**src/sv/dpp_pkg.sv**
```systemverilog
`timescale 1ns / 1ps
// dpp_pkg: shared types, character codes and calendar helpers
// for the month/day/year pattern parser; no dependencies

package dpp_pkg;

   localparam logic [7:0] CHAR_NUL   = 8'h00;
   localparam logic [7:0] CHAR_STAR  = 8'h2A;
   localparam logic [7:0] CHAR_SLASH = 8'h2F;
   localparam logic [7:0] CHAR_ZERO  = 8'h30;
   localparam logic [7:0] CHAR_NINE  = 8'h39;

   localparam logic [1:0] FIELD_MONTH = 2'd0;
   localparam logic [1:0] FIELD_DAY   = 2'd1;
   localparam logic [1:0] FIELD_YEAR  = 2'd2;

   localparam logic [2:0] LEN_STAR     = 3'd1;
   localparam logic [2:0] LEN_MD       = 3'd2;
   localparam logic [2:0] LEN_ACCUM    = 3'd4;
   localparam logic [2:0] LEN_YEAR     = 3'd4;
   localparam logic [2:0] LEN_SAT      = 3'd5;

   localparam logic [3:0] MONTH_LIMIT = 4'd12;
   localparam logic [4:0] DAY_MAX     = 5'd31;
   localparam logic [3:0] MONTH_FEB   = 4'd2;

   // parse record handed from front to back on the last character
   typedef struct packed {
      logic        syntax_err;
      logic [1:0]  field_num;
      logic [2:0]  field_len;
      logic        all_digits;
      logic        is_star;
      logic [13:0] year;
      logic [6:0]  year_hi;   // first two year digits
      logic [6:0]  year_lo;   // last two year digits
      logic [3:0]  month;
      logic [4:0]  day;
      logic [1:0]  known_mask;
   } dpp_rec_type;

   // leap year from the two digit pairs: century rule when the low pair is zero
   function automatic logic leap_from_pairs(input logic [6:0] hi, input logic [6:0] lo);
      if (lo != 7'd0) begin
         return lo[1:0] == 2'b00;
      end
      return hi[1:0] == 2'b00;
   endfunction

   function automatic logic [4:0] month_len(input logic [3:0] month, input logic leap);
      logic [4:0] len;
      case (month) inside
         4'd1, 4'd3, 4'd5, 4'd7, 4'd8, 4'd10, 4'd12: len = 5'd31;
         4'd4, 4'd6, 4'd9, 4'd11:                    len = 5'd30;
         MONTH_FEB:                                  len = leap ? 5'd29 : 5'd28;
         default:                                    len = 5'd0;
      endcase
      return len;
   endfunction

endpackage

```
**src/sv/dpp_req_if.sv**
```systemverilog
`timescale 1ns / 1ps
// dpp_req_if: request channel, one pattern character per request
// no dependencies

interface dpp_req_if;
   logic       valid;
   logic       ready;
   logic [7:0] char_code;
   logic       last_char;

   modport source(output valid, output char_code, output last_char, input ready);
   modport sink(input valid, input char_code, input last_char, output ready);
endinterface

```
**src/sv/dpp_rsp_if.sv**
```systemverilog
`timescale 1ns / 1ps
// dpp_rsp_if: response channel, one parse result per pattern
// no dependencies

interface dpp_rsp_if;
   logic        valid;
   logic        ready;
   logic        valid_res;
   logic [3:0]  month_value;
   logic [4:0]  day_value;
   logic [13:0] year_value;
   logic        month_known;
   logic        day_known;
   logic        year_known;

   modport source(output valid, output valid_res, output month_value, output day_value,
                  output year_value, output month_known, output day_known,
                  output year_known, input ready);
   modport sink(input valid, input valid_res, input month_value, input day_value,
                input year_value, input month_known, input day_known,
                input year_known, output ready);
endinterface

```
**src/sv/dpp_front.sv**
```systemverilog
`timescale 1ns / 1ps
// dpp_front: per-character scanner, field splitting, digit accumulation
// depends on dpp_pkg and dpp_req_if

module dpp_front import dpp_pkg::*; (
   input  logic          clock,
   input  logic          reset,
   dpp_req_if.sink       req_ch,
   input  logic          q_full,
   output logic          push,
   output dpp_rec_type   push_rec
);

   logic [1:0]  fnum_ff, fnum_in;
   logic [2:0]  flen_ff, flen_in;
   logic        alldig_ff, alldig_in;
   logic        star_ff, star_in;
   logic [13:0] acc_ff, acc_in;
   logic [6:0]  pair_ff, pair_in;
   logic [6:0]  hi_ff, hi_in;
   logic        err_ff, err_in;
   logic [3:0]  month_ff, month_in;
   logic [4:0]  day_ff, day_in;
   logic [1:0]  mask_ff, mask_in;

   logic        accept;
   logic        is_digit;
   logic [3:0]  dval;
   logic [6:0]  pair_next;
   logic        close_star, close_known;

   assign req_ch.ready = !q_full;
   assign accept = req_ch.valid && req_ch.ready;

   assign is_digit  = (req_ch.char_code >= CHAR_ZERO) && (req_ch.char_code <= CHAR_NINE);
   assign dval      = 4'(req_ch.char_code - CHAR_ZERO);
   assign pair_next = 7'((pair_ff << 3) + (pair_ff << 1) + 7'(dval));

   assign close_star  = (flen_ff == LEN_STAR) && star_ff;
   assign close_known = (flen_ff == LEN_MD) && alldig_ff;

   always_comb begin
      fnum_in   = fnum_ff;
      flen_in   = flen_ff;
      alldig_in = alldig_ff;
      star_in   = star_ff;
      acc_in    = acc_ff;
      pair_in   = pair_ff;
      hi_in     = hi_ff;
      err_in    = err_ff;
      month_in  = month_ff;
      day_in    = day_ff;
      mask_in   = mask_ff;

      if (req_ch.char_code == CHAR_NUL) begin
         err_in = 1'b1;
      end else if (req_ch.char_code == CHAR_SLASH) begin
         if (fnum_ff == FIELD_YEAR) begin
            err_in = 1'b1;
         end else begin
            if (close_known) begin
               if (fnum_ff == FIELD_MONTH) begin
                  if (acc_ff == 14'd0 || acc_ff > 14'(MONTH_LIMIT)) begin
                     err_in = 1'b1;
                  end else begin
                     month_in   = acc_ff[3:0];
                     mask_in[0] = 1'b1;
                  end
               end else begin
                  if (acc_ff == 14'd0 || acc_ff > 14'(DAY_MAX)) begin
                     err_in = 1'b1;
                  end else begin
                     day_in     = acc_ff[4:0];
                     mask_in[1] = 1'b1;
                  end
               end
            end else if (!close_star) begin
               err_in = 1'b1;
            end
            fnum_in = 2'(fnum_ff + 2'd1);
         end
         flen_in   = 3'd0;
         alldig_in = 1'b1;
         star_in   = 1'b0;
         acc_in    = 14'd0;
      end else begin
         if (flen_ff == 3'd0 && req_ch.char_code == CHAR_STAR) begin
            star_in = 1'b1;
         end
         if (!is_digit) begin
            alldig_in = 1'b0;
         end else if (flen_ff < LEN_ACCUM) begin
            acc_in = 14'((acc_ff << 3) + (acc_ff << 1) + 14'(dval));
            // digit pairs for the leap rule
            if (flen_ff[0]) begin
               pair_in = pair_next;
            end else begin
               pair_in = 7'(dval);
            end
            if (flen_ff == 3'd1) begin
               hi_in = pair_next;
            end
         end
         if (flen_ff < LEN_SAT) begin
            flen_in = 3'(flen_ff + 3'd1);
         end
      end
   end

   assign push = accept && req_ch.last_char;

   always_comb begin
      push_rec.syntax_err = err_in;
      push_rec.field_num  = fnum_in;
      push_rec.field_len  = flen_in;
      push_rec.all_digits = alldig_in;
      push_rec.is_star    = star_in;
      push_rec.year       = acc_in;
      push_rec.year_hi    = hi_in;
      push_rec.year_lo    = pair_in;
      push_rec.month      = month_in;
      push_rec.day        = day_in;
      push_rec.known_mask = mask_in;
   end

   always_ff @(posedge clock) begin
      if (reset || push) begin
         fnum_ff   <= FIELD_MONTH;
         flen_ff   <= 3'd0;
         alldig_ff <= 1'b1;
         star_ff   <= 1'b0;
         acc_ff    <= 14'd0;
         pair_ff   <= 7'd0;
         hi_ff     <= 7'd0;
         err_ff    <= 1'b0;
         month_ff  <= 4'd0;
         day_ff    <= 5'd0;
         mask_ff   <= 2'd0;
      end else if (accept) begin
         fnum_ff   <= fnum_in;
         flen_ff   <= flen_in;
         alldig_ff <= alldig_in;
         star_ff   <= star_in;
         acc_ff    <= acc_in;
         pair_ff   <= pair_in;
         hi_ff     <= hi_in;
         err_ff    <= err_in;
         month_ff  <= month_in;
         day_ff    <= day_in;
         mask_ff   <= mask_in;
      end
   end

endmodule

```
**src/sv/dpp_queue.sv**
```systemverilog
`timescale 1ns / 1ps
// dpp_queue: two-entry queue of parse records between front and back
// depends on dpp_pkg

module dpp_queue import dpp_pkg::*; (
   input  logic          clock,
   input  logic          reset,
   input  logic          push,
   input  dpp_rec_type   push_rec,
   input  logic          pop,
   output logic          full,
   output logic          empty,
   output dpp_rec_type   head
);

   dpp_rec_type ent_ff [2];
   logic        wptr_ff, wptr_in;
   logic        rptr_ff, rptr_in;
   logic [1:0]  cnt_ff, cnt_in;
   logic        do_push, do_pop;

   assign full    = cnt_ff == 2'd2;
   assign empty   = cnt_ff == 2'd0;
   assign head    = ent_ff[rptr_ff];
   assign do_push = push && !full;
   assign do_pop  = pop && !empty;

   always_comb begin
      wptr_in = do_push ? !wptr_ff : wptr_ff;
      rptr_in = do_pop ? !rptr_ff : rptr_ff;
      cnt_in  = 2'(cnt_ff + {1'b0, do_push} - {1'b0, do_pop});
   end

   always_ff @(posedge clock) begin
      if (reset) begin
         wptr_ff <= 1'b0;
         rptr_ff <= 1'b0;
         cnt_ff  <= 2'd0;
      end else begin
         wptr_ff <= wptr_in;
         rptr_ff <= rptr_in;
         cnt_ff  <= cnt_in;
      end
   end

   always_ff @(posedge clock) begin
      if (do_push) begin
         ent_ff[wptr_ff] <= push_rec;
      end
   end

endmodule

```
**src/sv/dpp_back.sv**
```systemverilog
`timescale 1ns / 1ps
// dpp_back: final year, leap and day-in-month checks, response register
// depends on dpp_pkg and dpp_rsp_if

module dpp_back import dpp_pkg::*; (
   input  logic          clock,
   input  logic          reset,
   input  logic          q_empty,
   input  dpp_rec_type   head,
   output logic          pop,
   dpp_rsp_if.source     rsp_ch
);

   logic        vld_ff, vld_in;
   logic        ok_ff;
   logic [3:0]  month_ff;
   logic [4:0]  day_ff;
   logic [13:0] year_ff;
   logic        mknown_ff, dknown_ff, yknown_ff;

   logic        ystar, yknown, leap, ok;

   assign pop = !q_empty && (!vld_ff || rsp_ch.ready);

   always_comb begin
      ystar  = (head.field_len == LEN_STAR) && head.is_star;
      yknown = (head.field_len == LEN_YEAR) && head.all_digits;
      // wildcard year counts as a leap year
      leap   = yknown ? leap_from_pairs(head.year_hi, head.year_lo) : 1'b1;
      ok     = !head.syntax_err && head.field_num == FIELD_YEAR && (ystar || yknown);
      if (yknown && head.year == 14'd0) begin
         ok = 1'b0;
      end
      if (ok && head.known_mask == 2'b11 && head.day > month_len(head.month, leap)) begin
         ok = 1'b0;
      end
      vld_in = pop ? 1'b1 : (rsp_ch.ready ? 1'b0 : vld_ff);
   end

   always_ff @(posedge clock) begin
      if (reset) begin
         vld_ff <= 1'b0;
      end else begin
         vld_ff <= vld_in;
      end
   end

   always_ff @(posedge clock) begin
      if (pop) begin
         ok_ff     <= ok;
         month_ff  <= ok ? head.month : 4'd0;
         day_ff    <= ok ? head.day : 5'd0;
         year_ff   <= (ok && yknown) ? head.year : 14'd0;
         mknown_ff <= ok && head.known_mask[0];
         dknown_ff <= ok && head.known_mask[1];
         yknown_ff <= ok && yknown;
      end
   end

   assign rsp_ch.valid       = vld_ff;
   assign rsp_ch.valid_res   = ok_ff;
   assign rsp_ch.month_value = month_ff;
   assign rsp_ch.day_value   = day_ff;
   assign rsp_ch.year_value  = year_ff;
   assign rsp_ch.month_known = mknown_ff;
   assign rsp_ch.day_known   = dknown_ff;
   assign rsp_ch.year_known  = yknown_ff;

endmodule

```
**src/sv/date_pattern_parser.sv**
```systemverilog
`timescale 1ns / 1ps
// date_pattern_parser: month/day/year pattern parser, one character per request
// response path: the record of the last character is written into a queue entry and then
// into the response register, which raises response valid
// throughput: one character per cycle; the front stalls only when the two-entry record
// queue is full, i.e. one response waits unaccepted and two finished patterns sit behind it
// reset: synchronous, active high; clears the field scanner, queue and response valid
// depends on dpp_pkg, dpp_req_if, dpp_rsp_if, dpp_front, dpp_queue, dpp_back

module date_pattern_parser import dpp_pkg::*; (
   input  logic     clock,
   input  logic     reset,
   dpp_req_if.sink  req_ch,
   dpp_rsp_if.source rsp_ch
);

   // record of a finished pattern travels front -> queue -> back
   dpp_rec_type push_rec;
   dpp_rec_type head;
   logic        push;
   logic        pop;
   logic        q_full;
   logic        q_empty;

   // front: scans characters, splits fields at slashes, checks month and day
   // ranges as each field closes, pushes a record on the last character
   dpp_front u_front (
      .clock    (clock),
      .reset    (reset),
      .req_ch   (req_ch),
      .q_full   (q_full),
      .push     (push),
      .push_rec (push_rec)
   );

   // short queue so a stalled response does not block the character stream
   dpp_queue u_queue (
      .clock    (clock),
      .reset    (reset),
      .push     (push),
      .push_rec (push_rec),
      .pop      (pop),
      .full     (q_full),
      .empty    (q_empty),
      .head     (head)
   );

   // back: year checks, leap rule, day-in-month check, response register
   dpp_back u_back (
      .clock   (clock),
      .reset   (reset),
      .q_empty (q_empty),
      .head    (head),
      .pop     (pop),
      .rsp_ch  (rsp_ch)
   );

endmodule
```
**src/flat_wrapper.sv**
```systemverilog
// flat-port wrapper written by rule: the top's interface ports become plain ports
module date_pattern_parser_flat import dpp_pkg::*;
  (clock, reset, req_ch_valid, req_ch_char_code, req_ch_last_char, req_ch_ready, rsp_ch_valid, rsp_ch_valid_res, rsp_ch_month_value, rsp_ch_day_value, rsp_ch_year_value, rsp_ch_month_known, rsp_ch_day_known, rsp_ch_year_known, rsp_ch_ready);
  dpp_req_if req_ch_i ();
  dpp_rsp_if rsp_ch_i ();
  input  logic clock;
  input  logic reset;
  input wire logic [$bits(req_ch_i.valid)-1:0] req_ch_valid;
  input wire logic [$bits(req_ch_i.char_code)-1:0] req_ch_char_code;
  input wire logic [$bits(req_ch_i.last_char)-1:0] req_ch_last_char;
  output wire logic [$bits(req_ch_i.ready)-1:0] req_ch_ready;
  output wire logic [$bits(rsp_ch_i.valid)-1:0] rsp_ch_valid;
  output wire logic [$bits(rsp_ch_i.valid_res)-1:0] rsp_ch_valid_res;
  output wire logic [$bits(rsp_ch_i.month_value)-1:0] rsp_ch_month_value;
  output wire logic [$bits(rsp_ch_i.day_value)-1:0] rsp_ch_day_value;
  output wire logic [$bits(rsp_ch_i.year_value)-1:0] rsp_ch_year_value;
  output wire logic [$bits(rsp_ch_i.month_known)-1:0] rsp_ch_month_known;
  output wire logic [$bits(rsp_ch_i.day_known)-1:0] rsp_ch_day_known;
  output wire logic [$bits(rsp_ch_i.year_known)-1:0] rsp_ch_year_known;
  input wire logic [$bits(rsp_ch_i.ready)-1:0] rsp_ch_ready;
  assign req_ch_i.valid = req_ch_valid;
  assign req_ch_i.char_code = req_ch_char_code;
  assign req_ch_i.last_char = req_ch_last_char;
  assign req_ch_ready = req_ch_i.ready;
  assign rsp_ch_valid = rsp_ch_i.valid;
  assign rsp_ch_valid_res = rsp_ch_i.valid_res;
  assign rsp_ch_month_value = rsp_ch_i.month_value;
  assign rsp_ch_day_value = rsp_ch_i.day_value;
  assign rsp_ch_year_value = rsp_ch_i.year_value;
  assign rsp_ch_month_known = rsp_ch_i.month_known;
  assign rsp_ch_day_known = rsp_ch_i.day_known;
  assign rsp_ch_year_known = rsp_ch_i.year_known;
  assign rsp_ch_i.ready = rsp_ch_ready;
  date_pattern_parser u_core (.clock(clock), .reset(reset), .req_ch(req_ch_i), .rsp_ch(rsp_ch_i));
endmodule
```
**config.mk**
```make
export PLATFORM = sky130hd
export DESIGN_NAME = date_pattern_parser_flat
export DESIGN_NICKNAME = d
export VERILOG_FILES = /design/src/sv/dpp_pkg.sv /design/src/sv/dpp_req_if.sv /design/src/sv/dpp_rsp_if.sv /design/src/sv/dpp_front.sv /design/src/sv/dpp_queue.sv /design/src/sv/dpp_back.sv /design/src/sv/date_pattern_parser.sv /design/src/flat_wrapper.sv
export SDC_FILE = /design/constraint.sdc
export NUM_CORES = 1
export LEC_CHECK = 0
export BUFFER_PORTS_ARGS = -buffer_cell sky130_fd_sc_hd__buf_2
export CAP_MARGIN = 20
export CORE_UTILIZATION = 50
export DETAILED_ROUTE_END_ITERATION = 16
export HOLD_SLACK_MARGIN = 0.1
export PLACE_DENSITY_LB_ADDON = 0.1
export SLEW_MARGIN = 20
export SYNTH_ARGS = -nofsm -noshare
export SYNTH_HDL_FRONTEND = slang
export SYNTH_SLANG_ARGS = --single-unit
```
**constraint.sdc**
```tcl
create_clock -name clock -period 4.6 [get_ports clock]
set_input_delay 0.23 -clock clock [delete_from_list [all_inputs] [get_ports clock]]
set_output_delay 0.23 -clock clock [all_outputs]
set_load 0.01 [all_outputs]
```
==> summary.md <==
| Metric | Value |
|---|---|
| Leading area contributor after synthesis | `edfxtp_1` |
| R2R Path End | `u_core.u_back.rsp_ch.year_value[2]` |
| Hold path depth | `3` |
| Chip width | `around 130 um` |
| Max Fclk | `255 MHz` |
| Critical path's largest stage delay | `around 0.62 ns` |
| Ordered cell list for the critical path | `or4_1, nor3_1, nor4_1, a311oi_1, o21ai_0, a31o_2, ha_1, nand2_1, o311ai_0, o41ai_1, a211oi_2, o221ai_4, nor3_1` |
| Largest net degree at the start of global routing | `between 40 and 50` |
| Post-route cell area | `approximately 8700 um^2` |
| Most frequent CP cell | `nor3_1` |
| Synth top area share | `0.428` |
| Total CTS buffers | `17` |
| Starting DRC count in detailed routing | `between 300 and 400` |
| All-Layer GR Usage | `0.221` |
| Max-slew violation count | `0` |
| Area Growth Syn to Fin | `12.2%` |
| Worst-path clk slew | `about 0.06 ns` |
| Switching power | `around 1200 uW` |
| Startpoint types | `flip-flop` |
| Setup TNS | `0 ns` |
| Share of layout cells above drive strength 1 | `0.147` |
| Flop pwr share | `0.460` |
| Die ar. | `around 16000 um^2` |
| Die Span Y | `127 um` |
| Setup Viol. Count Final | `0` |
| Fin crit share | `0.853` |
| Routed Antenna Nets | `0` |
| First-pass GRT wire length | `27100 um` |
| Worst Skew | `between 0.009 and 0.01 ns` |
| CP Data Required Time | `roughly 4.7 ns` |
| Synth Warn # | `0` |
| Internal cell power | `approximately 2900 uW` |
| Top FF cell, synth | `edfxtp_1` |
| Buf/Inv on CP | `0` |
| Top post-synthesis cells by area | `edfxtp_1, dfxtp_1, ha_1` |
| Worst Hold Class | `in -> reg` |
| Nets@finish | `about 800` |
| WL final | `about 17000 um` |
| Max capacitance violation total | `0` |
| Initial antenna violation count | `0` |
| Met1 Usage GRT | `0.295` |
| Num rows | `between 40 and 50` |
| PnR Total Power | `4010 uW` |
| Post-synth ARST share | `0` |
| Crit path to | `u_core.u_back.rsp_ch.year_value[2]` |
| DRC | `0` |
| Fin. Hold Viols | `0` |
| Worst-Skew Late Latency | `between 0.4 and 0.5 ns` |
| Worst setup EP type | `flip-flop` |
| Reg-to-reg startpoint | `u_core.u_queue.ent_ff[0][13]` |
| Port Buffer Count | `approximately 40` |
| Syn avg cell area | `11.2 um^2` |
| Delay-heaviest family, CP | `compound AO/OA/AOI/OAI gates` |
| Status | `complete, no violations` |
| Slowest CP cell | `o221ai_4` |
| # hold bufs at CTS | `2` |
| Clock sinks | `159` |
| Logic gate share of total power | `0.208` |
| Synth Cell Area | `approximately 8000 um^2` |
| Ports | `42` |
| Critical path peak fanout | `27` |
| Min Tclk post-route | `3.93 ns` |
| CTS max path bufs | `2` |
| CP Depth | `13` |
| Initial core utilization | `0.512` |
| Routability congestion estimate | `about 0.85` |
| DR pass1 iterations | `5` |
| Vias in the first global route | `between 5k and 6k` |
| Critical Setup Path Class | `reg -> reg` |
| Net Sw Frac | `0.288` |
| DP Wirelength | `roughly 12000 um` |
| WL per Instance | `17.9 um` |
| Clock share of power | `0.332` |
| Hold_sp | `req_ch_char_code[0]` |
| Max-slew headroom | `0.302` |
| Maximum vdd drop | `~0.00026 V` |
| Cts repair resizes | `0` |
| Worst reg2reg path depth | `13` |
| Least-Margin Pin Slew | `1.05 ns` |
| RSZ-0062 raised after global routing | `no` |
| Via density | `between 5 and 6` |
| Fin util | `0.574` |
| Grt ovf | `0` |
| Placed Instance Area | `8150 um^2` |
| CTS root buf | `clkbuf_16` |
| Vias post-DR | `~5.4k` |
| Antenna diode count | `0` |
| Postcts setup bufs | `0` |
| Synth Net Count | `752` |
| Grt met3 use | `0.0358` |
| Static leakage | `approximately 0.0033 uW` |
| Core ar. | `15200 um^2` |
| GRT busiest layer | `met2` |
| Flops & latches, synth | `159` |
| Critical path data arrival time | `roughly 4.1 ns` |
| CTS tree | `built` |
| FF-to-FF setup slack | `around 0.67 ns` |
| H-tree lvl count | `4` |
| Register area share after synthesis | `0.552` |
| Grt met2 use | `0.358` |
| PD cells | `between 400 and 500 nW/um^2` |
| Number of synthesized flops with an enable pin | `approximately 110` |
| CP startpoint | `u_core.u_queue.ent_ff[0][13]` |
| Cell variety after synth | `slightly above 70` |
| Synth Instances | `around 700` |
==> metrics by stage <==
| step | hold WS, ns | cells | setup slack [ns] |
|---|---|---|---|
| CTS | 0.189 | 934 | 0.716 |
| global placement | 0.430 | 901 | 0.882 |
| finish | 0.178 | 934 | 0.675 |
| detailed placement | 0.441 | 901 | 0.731 |
| global route | 0.206 | 934 | 0.372 |
| floorplan | 0.378 | 694 | 1.21 |
==> power by group through the flow <==
stage	Clock, uW	Combinational, uW	Sequential (uW)
global placement	0	810	1870
finish	1330	832	1840
CTS	1350	835	1840
detailed placement	0	829	1870
global route	1400	918	1860
floorplan	0	557	1890
==> worst register-to-register path: stages, from the launching register on <==
cell and delay [ns]:
edfxtp_1 0.36, or4_1 0.51, nor3_1 0.14, nor4_1 0.07, a311oi_1 0.28, o21ai_0 0.11
a31o_2 0.27, ha_1 0.26, nand2_1 0.06, o311ai_0 0.24, o41ai_1 0.42, a211oi_2 0.16
o221ai_4 0.62, nor3_1 0.13
==> flip-flops by register name, summed over array words and instances (netlist names), named ones only <==
name and flops:
u_core.u_back.rsp_ch.day_known 1, u_core.u_back.rsp_ch.day_value 5, u_core.u_back.rsp_ch.month_known 1, u_core.u_back.rsp_ch.month_value 4, u_core.u_back.rsp_ch.valid 1, u_core.u_back.rsp_ch.valid_res 1
u_core.u_back.rsp_ch.year_known 1, u_core.u_back.rsp_ch.year_value 14, u_core.u_front.acc_ff 14, u_core.u_front.alldig_ff 1, u_core.u_front.day_ff 5, u_core.u_front.err_ff 1
u_core.u_front.flen_ff 3, u_core.u_front.fnum_ff 2, u_core.u_front.hi_ff 2, u_core.u_front.mask_ff 2, u_core.u_front.month_ff 4, u_core.u_front.pair_ff 7
u_core.u_front.star_ff 1, u_core.u_queue.cnt_ff 2, u_core.u_queue.ent_ff 84, u_core.u_queue.rptr_ff 1, u_core.u_queue.wptr_ff 1
==> cells in the mapped netlist, types with 9 or more instances <==
library cell  number
edfxtp_1         111
nand2_1           66
nor2_1            64
dfxtp_1           48
ha_1              41
a21oi_1           38
o21ai_0           34
nor3_1            30
mux2i_1           27
inv_1             26
nand3_1           20
clkbuf_1          17
nor4_1            14
mux2_2            11
xnor2_1           10
buf_2              9
==> cells in the final DEF (no fill, tap or decap), drive strengths merged, types with 6 or more instances in the layout <==
| master | count |
|---|---|
| o21ai | 36 |
| dfxtp | 48 |
| xnor2 | 10 |
| a211oi | 8 |
| xor2 | 7 |
| clkinv | 7 |
| edfxtp | 111 |
| inv | 26 |
| mux2 | 11 |
| nor2 | 65 |
| a21oi | 38 |
| ha | 41 |
| clkbuf | 19 |
| nor4 | 15 |
| nand2b | 7 |
| nand3 | 20 |
| nor3 | 34 |
| nand2 | 66 |
| a21o | 6 |
| mux2i | 28 |
| buf | 49 |
==> metal layers <==
layer | wire, um | part of all wire
met3 | 533 | 0.032
met4 | 390 | 0.023
met2 | 7870 | 0.47
met5 | 0 | 0
met1 | 7950 | 0.47
==> cells by family after synthesis <==
logic type | count (synthesis) | share of synthesized area
buf+inv | 56 | 0.0309
compound gates | 133 | 0.114
simple gates | 245 | 0.155
flops | 159 | 0.552
mux | 39 | 0.0524
fa+ha+maj | 45 | 0.0762
xor+xnor | 17 | 0.0191
==> area by class of cell <==
| class | count | area [um^2] |
|---|---|---|
| Sequential cell | 159 | 4300 |
| Multi-Input combinational cell | 479 | 3260 |
| Clock inverter | 12 | 121 |
| Tap cell | 188 | 235 |
| Clock buffer | 19 | 433 |
| Timing Repair Buffer | 51 | 285 |
| Fill cell | 1251 | 6470 |
| Inverter | 26 | 97.6 |
==> worst min-delay path by stage <==
stage                                endpoint
finish               u_core.u_front.acc_ff[0]
global route         u_core.u_front.acc_ff[0]
CTS                  u_core.u_front.acc_ff[0]
detailed placement  u_core.u_front.mask_ff[0]
global placement    u_core.u_front.mask_ff[0]
floorplan            u_core.u_front.acc_ff[0]
Power figures use the tool's default switching activity.
